**config.mk**
```make
export PLATFORM = sky130hd
export DESIGN_NAME = iec61937_burst_deframer_core
export DESIGN_NICKNAME = d
export VERILOG_FILES = /design/src/hdl/ibd_pkg.sv /design/src/hdl/ibd_result_fifo.sv /design/src/hdl/iec61937_burst_deframer_core.sv
export SDC_FILE = /design/constraint.sdc
export NUM_CORES = 1
export LEC_CHECK = 0
export BUFFER_PORTS_ARGS = -buffer_cell sky130_fd_sc_hd__buf_2
export CAP_MARGIN = 20
export CORE_UTILIZATION = 57
export CTS_CLUSTER_SIZE = 28
export DETAILED_ROUTE_END_ITERATION = 10
export GPL_ROUTABILITY_DRIVEN = 0
export GPL_TIMING_DRIVEN = 1
export HOLD_SLACK_MARGIN = 0.03
export PLACE_DENSITY_LB_ADDON = 0.12
export SYNTH_ARGS = -nofsm -noshare
export SYNTH_HDL_FRONTEND = slang
export SYNTH_HIERARCHICAL = 1
export SYNTH_SLANG_ARGS = --single-unit
```
**constraint.sdc**
```tcl
create_clock -name i_clk -period 12.27 [get_ports i_clk]
set_clock_uncertainty 0.05 [all_clocks]
set_input_delay 3.681 -clock i_clk [delete_from_list [all_inputs] [get_ports i_clk]]
set_output_delay 3.681 -clock i_clk [all_outputs]
set_load 0.01 [all_outputs]
```
**src/hdl/ibd_pkg.sv**
```systemverilog
// shared types, constants and helpers for the iec 61937 burst deframer
// no dependencies
`timescale 1ns / 1ps
`default_nettype none

package ibd_pkg;

    // default size of the downstream burst buffer in bytes
    localparam int BufferBytesDefault = 8192;

    // depth of the result queue between the deframer and the output port
    localparam int ResultFifoDepth = 4;

    // preamble sync bytes, Pa then Pb, little-endian
    localparam logic [7:0] PaLo = 8'h72;
    localparam logic [7:0] PaHi = 8'hf8;
    localparam logic [7:0] PbLo = 8'h1f;
    localparam logic [7:0] PbHi = 8'h4e;

    // configuration register indexes
    localparam logic [1:0] RegBurstType  = 2'd0;
    localparam logic [1:0] RegMaxPayload = 2'd1;

    // configuration reset values
    localparam logic [4:0]  BurstTypeReset  = 5'd21;
    localparam logic [15:0] MaxPayloadReset = 16'd8184;

    // one result item
    typedef struct packed {
        logic [7:0]  payload_byte;
        logic        last_of_burst;
        logic [31:0] resync_total;
        logic [31:0] rejected_total;
        logic [31:0] emitted_total;
    } t_result;

    // status the result queue reports back to the deframer
    typedef struct packed {
        logic nonempty;
        logic pair_room;
    } t_fifo_status;

    // saturating increment of a 32-bit counter
    function automatic logic [31:0] sat_inc(input logic [31:0] v);
        return (v == 32'hffff_ffff) ? v : v + 32'd1;
    endfunction

endpackage

`default_nettype wire

```
**src/hdl/ibd_result_fifo.sv**
```systemverilog
// small result queue: takes a pair of result items per cycle, gives one per cycle
// depends on ibd_pkg for the result and status types
`timescale 1ns / 1ps
`default_nettype none

module ibd_result_fifo
    import ibd_pkg::*;
#(
    parameter int DEPTH = ResultFifoDepth
) (
    input  wire logic         i_clk,
    input  wire logic         i_rst_n,
    input  wire logic         i_push_pair,
    input  wire t_result      i_first,
    input  wire t_result      i_second,
    input  wire logic         i_pop,
    output t_result           o_head,
    output t_fifo_status      o_status
);

    localparam int PtrW   = (DEPTH > 1) ? $clog2(DEPTH) : 1;
    localparam int CountW = $clog2(DEPTH + 1);

    t_result               r_mem [DEPTH];
    logic [PtrW-1:0]       r_wr_ptr, n_wr_ptr;
    logic [PtrW-1:0]       r_rd_ptr, n_rd_ptr;
    logic [CountW-1:0]     r_count, n_count;
    logic [PtrW-1:0]       wr_second;
    logic                  pop_ok;

    function automatic logic [PtrW-1:0] ptr_inc(input logic [PtrW-1:0] p);
        return (p == PtrW'(DEPTH - 1)) ? '0 : p + PtrW'(1);
    endfunction

    // pointer and fill bookkeeping
    always_comb begin
        pop_ok    = i_pop && (r_count != '0);
        wr_second = ptr_inc(r_wr_ptr);
        n_wr_ptr  = i_push_pair ? ptr_inc(wr_second) : r_wr_ptr;
        n_rd_ptr  = pop_ok ? ptr_inc(r_rd_ptr) : r_rd_ptr;
        n_count   = r_count + (i_push_pair ? CountW'(2) : '0) - (pop_ok ? CountW'(1) : '0);
    end

    always_ff @(posedge i_clk) begin
        if (!i_rst_n) begin
            r_wr_ptr <= '0;
            r_rd_ptr <= '0;
            r_count  <= '0;
        end else begin
            r_wr_ptr <= n_wr_ptr;
            r_rd_ptr <= n_rd_ptr;
            r_count  <= n_count;
        end
    end

    // storage, two entries written per push
    always_ff @(posedge i_clk) begin
        if (i_push_pair) begin
            r_mem[r_wr_ptr]  <= i_first;
            r_mem[wr_second] <= i_second;
        end
    end

    assign o_head             = r_mem[r_rd_ptr];
    assign o_status.nonempty  = (r_count != '0);
    assign o_status.pair_room = (r_count <= CountW'(DEPTH - 2));

endmodule

`default_nettype wire

```
**src/hdl/iec61937_burst_deframer_core.sv**
```systemverilog
// results: the second byte of a pair puts both result items in the output queue in the cycle after it is accepted
// throughput: one carrier item per cycle; a byte pair gives two result items, drained at one
// per cycle through a 4-entry result queue; input stalls while three or more items wait there
// reset: synchronous active low; hunting with an empty window, counters zero,
// burst type 21 and payload limit 8184
// depends on ibd_pkg and ibd_result_fifo
`timescale 1ns / 1ps
`default_nettype none

module iec61937_burst_deframer_core
    import ibd_pkg::*;
#(
    parameter int BUFFER_BYTES = BufferBytesDefault
) (
    input  wire logic        i_clk,
    input  wire logic        i_rst_n,
    // carrier input channel
    input  wire logic        i_in_valid,
    output logic             o_in_stall,
    input  wire logic [7:0]  i_carrier_byte,
    // result output channel
    output logic             o_out_valid,
    input  wire logic        i_out_stall,
    output logic [7:0]       o_payload_byte,
    output logic             o_last_of_burst,
    output logic [31:0]      o_resync_total,
    output logic [31:0]      o_rejected_total,
    output logic [31:0]      o_emitted_total,
    // configuration write channel
    input  wire logic        i_cfg_valid,
    output logic             o_cfg_ready,
    input  wire logic [1:0]  i_cfg_index,
    input  wire logic [15:0] i_cfg_data
);

    localparam logic [15:0] LenCap = 16'(BUFFER_BYTES - 8);

    // configuration
    logic [4:0]   r_burst_type;
    logic [15:0]  r_max_payload;

    // deframer state
    logic [7:0]   r_window [8];
    logic [7:0]   n_window [8];
    logic [3:0]   r_fill, n_fill;
    logic         r_in_payload, n_in_payload;
    logic [15:0]  r_left, n_left;
    logic [7:0]   r_held, n_held;
    logic [31:0]  r_resync, n_resync;
    logic [31:0]  r_rejected, n_rejected;
    logic [31:0]  r_emitted, n_emitted;

    logic [7:0]   win [8];
    logic [15:0]  pd;
    logic [15:0]  len_limit;
    logic         in_accept;
    logic         push_pair;
    logic         last;
    t_result      res_first, res_second, head;
    t_fifo_status fifo_status;

    assign in_accept   = i_in_valid && !o_in_stall;
    assign o_in_stall  = !fifo_status.pair_room;
    assign o_cfg_ready = 1'b1;

    // configuration registers
    always_ff @(posedge i_clk) begin
        if (!i_rst_n) begin
            r_burst_type  <= BurstTypeReset;
            r_max_payload <= MaxPayloadReset;
        end else if (i_cfg_valid && o_cfg_ready) begin
            if (i_cfg_index == RegBurstType) begin
                r_burst_type <= i_cfg_data[4:0];
            end else if (i_cfg_index == RegMaxPayload) begin
                r_max_payload <= i_cfg_data;
            end
        end
    end

    assign len_limit = (r_max_payload < LenCap) ? r_max_payload : LenCap;

    // window with the new byte placed at the fill position
    always_comb begin
        win = r_window;
        win[r_fill[2:0]] = i_carrier_byte;
        pd = {win[7], win[6]};
    end

    // hunt and payload step
    always_comb begin
        n_window     = r_window;
        n_fill       = r_fill;
        n_in_payload = r_in_payload;
        n_left       = r_left;
        n_held       = r_held;
        n_resync     = r_resync;
        n_rejected   = r_rejected;
        n_emitted    = r_emitted;
        push_pair    = 1'b0;
        last         = 1'b0;
        if (in_accept) begin
            if (!r_in_payload) begin
                n_window = win;
                n_fill   = r_fill + 4'd1;
                if (r_fill == 4'd7) begin
                    if (win[0] != PaLo || win[1] != PaHi) begin
                        // no preamble at the front: drop one byte
                        n_resync = sat_inc(r_resync);
                        for (int i = 0; i < 7; i++) begin
                            n_window[i] = win[i+1];
                        end
                        n_fill = 4'd7;
                    end else if (win[2] != PbLo || win[3] != PbHi) begin
                        // pa alone: drop the pair uncounted
                        for (int i = 0; i < 6; i++) begin
                            n_window[i] = win[i+2];
                        end
                        n_fill = 4'd6;
                    end else if (win[4][4:0] != r_burst_type || pd == 16'd0 || pd[0] ||
                                 pd > len_limit) begin
                        // bad type or length: count and drop the pa pair
                        n_rejected = sat_inc(r_rejected);
                        for (int i = 0; i < 6; i++) begin
                            n_window[i] = win[i+2];
                        end
                        n_fill = 4'd6;
                    end else begin
                        n_in_payload = 1'b1;
                        n_left       = pd;
                        n_fill       = 4'd0;
                    end
                end
            end else if (!r_left[0]) begin
                // first byte of a pair is held
                n_held = i_carrier_byte;
                n_left = r_left - 16'd1;
            end else begin
                n_left    = r_left - 16'd1;
                push_pair = 1'b1;
                if (r_left == 16'd1) begin
                    last         = 1'b1;
                    n_in_payload = 1'b0;
                    n_fill       = 4'd0;
                    n_emitted    = sat_inc(r_emitted);
                end
            end
        end
    end

    // swapped pair of result items
    always_comb begin
        res_first.payload_byte    = i_carrier_byte;
        res_first.last_of_burst   = 1'b0;
        res_first.resync_total    = n_resync;
        res_first.rejected_total  = n_rejected;
        res_first.emitted_total   = n_emitted;
        res_second                = res_first;
        res_second.payload_byte   = r_held;
        res_second.last_of_burst  = last;
    end

    always_ff @(posedge i_clk) begin
        if (!i_rst_n) begin
            r_fill       <= '0;
            r_in_payload <= 1'b0;
            r_left       <= '0;
            r_held       <= '0;
            r_resync     <= '0;
            r_rejected   <= '0;
            r_emitted    <= '0;
        end else begin
            r_fill       <= n_fill;
            r_in_payload <= n_in_payload;
            r_left       <= n_left;
            r_held       <= n_held;
            r_resync     <= n_resync;
            r_rejected   <= n_rejected;
            r_emitted    <= n_emitted;
        end
    end

    // window bytes beyond the fill point are never read
    always_ff @(posedge i_clk) begin
        r_window <= n_window;
    end

    ibd_result_fifo #(
        .DEPTH (ResultFifoDepth)
    ) u_result_fifo (
        .i_clk       (i_clk),
        .i_rst_n     (i_rst_n),
        .i_push_pair (push_pair),
        .i_first     (res_first),
        .i_second    (res_second),
        .i_pop       (!i_out_stall),
        .o_head      (head),
        .o_status    (fifo_status)
    );

    assign o_out_valid      = fifo_status.nonempty;
    assign o_payload_byte   = head.payload_byte;
    assign o_last_of_burst  = head.last_of_burst;
    assign o_resync_total   = head.resync_total;
    assign o_rejected_total = head.rejected_total;
    assign o_emitted_total  = head.emitted_total;

`ifndef ASSERT_OFF
    // while hunting the window is never left full
    a_fill_below_full: assert property (@(posedge i_clk) disable iff (!i_rst_n)
        !r_in_payload |-> (r_fill < 4'd8))
        else $error("header window left full while hunting");

    // a burst in progress always has bytes left
    a_payload_left: assert property (@(posedge i_clk) disable iff (!i_rst_n)
        r_in_payload |-> (r_left != 16'd0))
        else $error("payload phase with no bytes left");

    // the final pair returns to hunting with an empty window
    a_burst_end: assert property (@(posedge i_clk) disable iff (!i_rst_n)
        (in_accept && r_in_payload && r_left == 16'd1) |=> (!r_in_payload && r_fill == 4'd0))
        else $error("burst end did not restart hunting");

    // completed burst count never goes down
    a_emitted_monotonic: assert property (@(posedge i_clk) disable iff (!i_rst_n)
        $past(i_rst_n) |-> (r_emitted >= $past(r_emitted)))
        else $error("emitted count decreased");
`endif

endmodule

`default_nettype wire
```
---- After elaboration in Yosys (flattened, before gate mapping) ----
Memories as Yosys holds them, arrays and structs flattened. A register that Yosys moved wholly into a read port is not among the register bits.
Index checks and enable logic that the tools add are counted.
W data, S select, Z words.
storage, ports and cells
  bits in writable memories ............... 420
  ROM bits ................................ 0
  bits in latches ......................... 0
  register bits after elaboration ......... 217
  output and inout bits ................... 108
  memories ................................ 1
  word-level logic and storage cells ...... 140
operators by class
  $add $sub $neg .......................... 10
  multipliers ............................. 0
  equality and inequality tests ........... 19
  bitwise operators ....................... 4
  divide/modulo/power cells ............... 0
  reduce and logical (&&, ||, !) cells .... 20
  order comparisons ....................... 5
  shift-type cells ........................ 0
  mux-type cells .......................... 61
memory list
  memory               words  bits a word  read ports  clocked after Yosys merged registers in  write ports  RTL line               RTL
  u_result_fifo.r_mem  4      105          1           1                                        2            ibd_result_fifo.sv:24  t_result r_mem [DEPTH];
operators by type and width
  operator                 number
  $mux W32                 17
  $mux W48                 3
  $add A32 B1 Y32 const B  3
  $eq A32 B32 Y1 const B   3
  $mux W16                 6
  $bwmux W64               1
  $mux W56                 1
  $demux W8 S3             1
  $mux W1                  17
  $eq A16 B1 Y1 const B    1
  $gt A16 B16 Y1           1
  $logic_not A16 Y1        1
  $lt A16 B13 Y1 const B   1
  $mux W4                  4
  $mux W8                  2
  $ne A8 B7 Y1 const B     2
  $sub A16 B1 Y16 const B  1
  $mux W2                  6
  $mux W3                  3
  $reduce_and A3 Y1        3
  $ne A8 B5 Y1 const B     1
  $ne A8 B8 Y1 const B     1
  $add A2 B1 Y2 const B    3
  $eq A2 B2 Y1 const B     3
  other kinds (21)         34

---- Longest topological paths before layout ----
  depth in word-level cells ............... 16
  mapped depth ............................ 16
  mapped depth without buffers ............ 14

---- Cells and area by module ----
The synthesis kept the hierarchy.
by module, submodules not included
  module                        times used  cells each  sequential area each (sq um)  area an instance (sq um)
  ibd_result_fifo               1           1057        12792.3                       20626.0
  iec61937_burst_deframer_core  1           1346        4844.6                        12116.6

---- Worst setup path after synthesis ----
OpenSTA, ideal clock, no wires.
  kind .................................... input to register
  from .................................... input i_in_valid
  to ...................................... memory u_result_fifo/r_mem[1][0] (netlist name) (enable)
  setup time .............................. 0.584 ns
  data required time ...................... 11.636 ns
  setup slack ............................. 2.620 ns
  arrival time ............................ 9.016 ns
  cell stages on the path ................. 6
  path through ............................ and2_1 > clkbuf_1 > nand2_1 > nor2_1 > buf_4 > nor2b_1
RTL lines
  item             RTL line                            RTL
  start, declared  iec61937_burst_deframer_core.sv:18  input wire logic i_in_valid,
  end, declared    ibd_result_fifo.sv:24

==> out/results.ini <==
[floorplan]
start_util_pct=57.8
die_area_um2=58400
boundaryPins=139
rows=87
die_h_um=242
die_w_um=242
core_um2=56600

[finish]
area_delta_synth_final_pct=10.7
fillCellCount=4208
register_area_um2=17600
layout_commonest_cell=edfxtp_1
multi_input_area_um2=14300
nNetsFinal=2553
stdcell_area_um2=36200
final_cell_mix=edfxtp_1, mux2_2, nand2_1, dfxtp_1, buf_2
drive_gt1_share_pct=34.1
n_antenna_cell=0

[timing]
drv_slew=0
min_period_ps=7220
hold_violations=0
max_slew_margin_pct=26.6
rsz0062_at_grt=no
max_freq_ghz=0.139
fin_ws_ps=5050
finalCritPeriodShare_pct=58.8
worst_pin_slew_ps=1100
setup_viol_count_final=0
tns_ps=0

[place]
io_buffers=137
dp_hpwl_um=43200
dp_slack_ps=4420
postPlaceCellArea_um2=33900

[worst_setup_path]
end_kind=flop
cp_data_arrival_time_ps=7530
cp_max_fo=30
path_cells=buf_2 -> mux2i_1 -> inv_1 -> ha_1 -> nand4_1 -> nor4_1 -> a211oi_1 -> nor4_4 -> buf_4 -> nor3_1 -> and3b_1 -> or2_1 -> mux2_2
slowest_stage=nor4_4
cp_data_required_time_ps=12580
critPathKind=input pin to flop
critPathMaxStageDelay_ps=740
start_kind=input pin

[pwr]
power_density_nw_per_um2=141
irDropWorstVdd_uv=102
p_leak_nw=12.7

[grt]
grt_pass1_wl_um=116000
met1_usage_pct=34.7
grt-ovfl-total=0
grt_antenna_before_repair=3
busiest_layer=met2
globalRouteTotalUtil_pct=25.4
grt_pass1_vias=20442
grt_util_met3_pct=3.68
met2_usage_pct=42.3
grt_max_degree=76

[route]
vias=20081
wl_per_cell_um=22.2
drtIter0Drc=1497
wl_um=73400
drc=0
viasPerCell=6.07
ant_nets=0
dr.pass1.iters=5

[logic_synthesis]
synth_cells=2403
synthDistinctLibCells=92
ys_seq_area_share_pct=53.9
synth-seq-cells=639
synth_warnings=6
synthArstFlopShare_pct=0
ys.flop_type=edfxtp_1
synth.cell_area_um2=32700
synth_edf_count=484
syn_area_per_cell_um2=13.6

[clock_tree]
clockRootBuffer=clkbuf_16
clock_sinks=639
cts_tree=yes
post_cts_buffers=0
numCtsBuffers=71
cts-hold-fix-buffers=0
clkLatencyLatePin_ps=610
cts_resized=0
htreeDepth=3
cts.clk_slew.worst_paths_ps=60
cts.path.max_buffers=3

[status]
status=finished, final reports clean

[hold_path]
hold_class=flop to flop

[job]
maxCapViolations=0

-- worst max-delay path: cells and delay by family --
family | cells | cell delay [ps]
AOI/OAI and AO/OA | 1 | 140
muxes | 2 | 570
buffers and inverters | 3 | 900
and+or+nand+nor | 6 | 1890
adders and majority gates | 1 | 320
-- per-layer routing --
| metal | routed length [µm] | vias to the layer above |
|---|---|---|
| li1 | - | 9434 |
| met4 | 1410 | 2 |
| met1 | 32300 | 9976 |
| met3 | 3820 | 103 |
| met5 | 8 | - |
| met2 | 35900 | 566 |
-- per-stage QoR --
| stage | hold WS (ps) | total power [mW] | std cells | util [%] |
|---|---|---|---|---|
| 6_report | 401 | 5.12 | 3310 | 64.0 |
| 3_5_place_dp | 398 | 3.08 | 3177 | 59.9 |
| 2_1_floorplan | 381 | 2.92 | 2409 | - |
| 5_1_grt | 432 | 5.31 | 3310 | 64.0 |
| 4_1_cts | 407 | 5.17 | 3308 | 63.9 |
| 3_3_place_gp | 389 | 3.07 | 3177 | 59.9 |
-- synthesized netlist by cell type, types with 30 or more instances --
cell / instances / area [µm²]
mux2_2: 412 / 4640
mux2i_1: 54 / 541
mux2_4: 40 / 601
nor3_1: 41 / 205
a21oi_1: 71 / 355
xnor2_1: 49 / 429
nand4_1: 37 / 231
and2_1: 94 / 588
nand3_1: 56 / 280
buf_2: 48 / 240
clkbuf_1: 79 / 297
inv_1: 30 / 113
mux4_2: 105 / 2360
dfxtp_1: 155 / 3100
xor2_1: 48 / 420
edfxtp_1: 484 / 14500
nor2_1: 82 / 308
o21ai_0: 36 / 180
nand2_1: 155 / 582
-- layout make-up --
cell class / instances / area share, %
Clock buffer: 99 / 5.66
Clock inverter: 32 / 0.691
Timing Repair Buffer: 166 / 2.56
Sequential cell: 639 / 48.7
Multi-Input combinational cell: 1587 / 39.5
Tap cell: 756 / 2.61
Inverter: 31 / 0.321
-- final timing paths --
kind                     start                    endpoint  slack, ps  depth (start not counted)
max          i_carrier_byte[1]  u_result_fifo/r_mem[0][60]       5050                         13
min reg2reg  r_max_payload[13]           r_max_payload[13]        400                          2
min          r_max_payload[13]           r_max_payload[13]        400                          2
max reg2reg          r_fill[2]  u_result_fifo/r_mem[0][60]       6930                         13
-- sequential cells by signal (all words and copies together), names as in the netlist, named ones only --
name and flops:
r_rejected 32, r_max_payload 16, u_result_fifo/r_mem 420, r_resync 32
r_emitted 32, r_in_payload 1, r_left 16, r_fill 4
u_result_fifo/r_wr_ptr 2, r_held 8, u_result_fifo/r_rd_ptr 2, r_window 64
r_burst_type 5, u_result_fifo/r_count 3
-- power breakdown --
part	switching [mW]	internal (mW)	total, mW
clock	0.859	1.23	2.09
combinational	0.313	0.249	0.563
sequential	0.0785	2.39	2.47
-- cells by family (layout without fill, tap and decap cells) --
| family | count (synthesis) | in the layout | synth area share, % |
|---|---|---|---|
| adders and majority gates | 26 | 26 | 0.994 |
| xor gates and xnor gates | 98 | 98 | 2.66 |
| AOI/OAI and AO/OA | 226 | 226 | 4.43 |
| DFF | 639 | 639 | 53.9 |
| muxes | 613 | 613 | 25.0 |
| other | 2 | 8 | 0.0229 |
| and+or+nand+nor | 616 | 616 | 10.4 |
| buffers and inverters | 183 | 328 | 2.67 |
No activity file was read; power rests on OpenSTA's default activity.
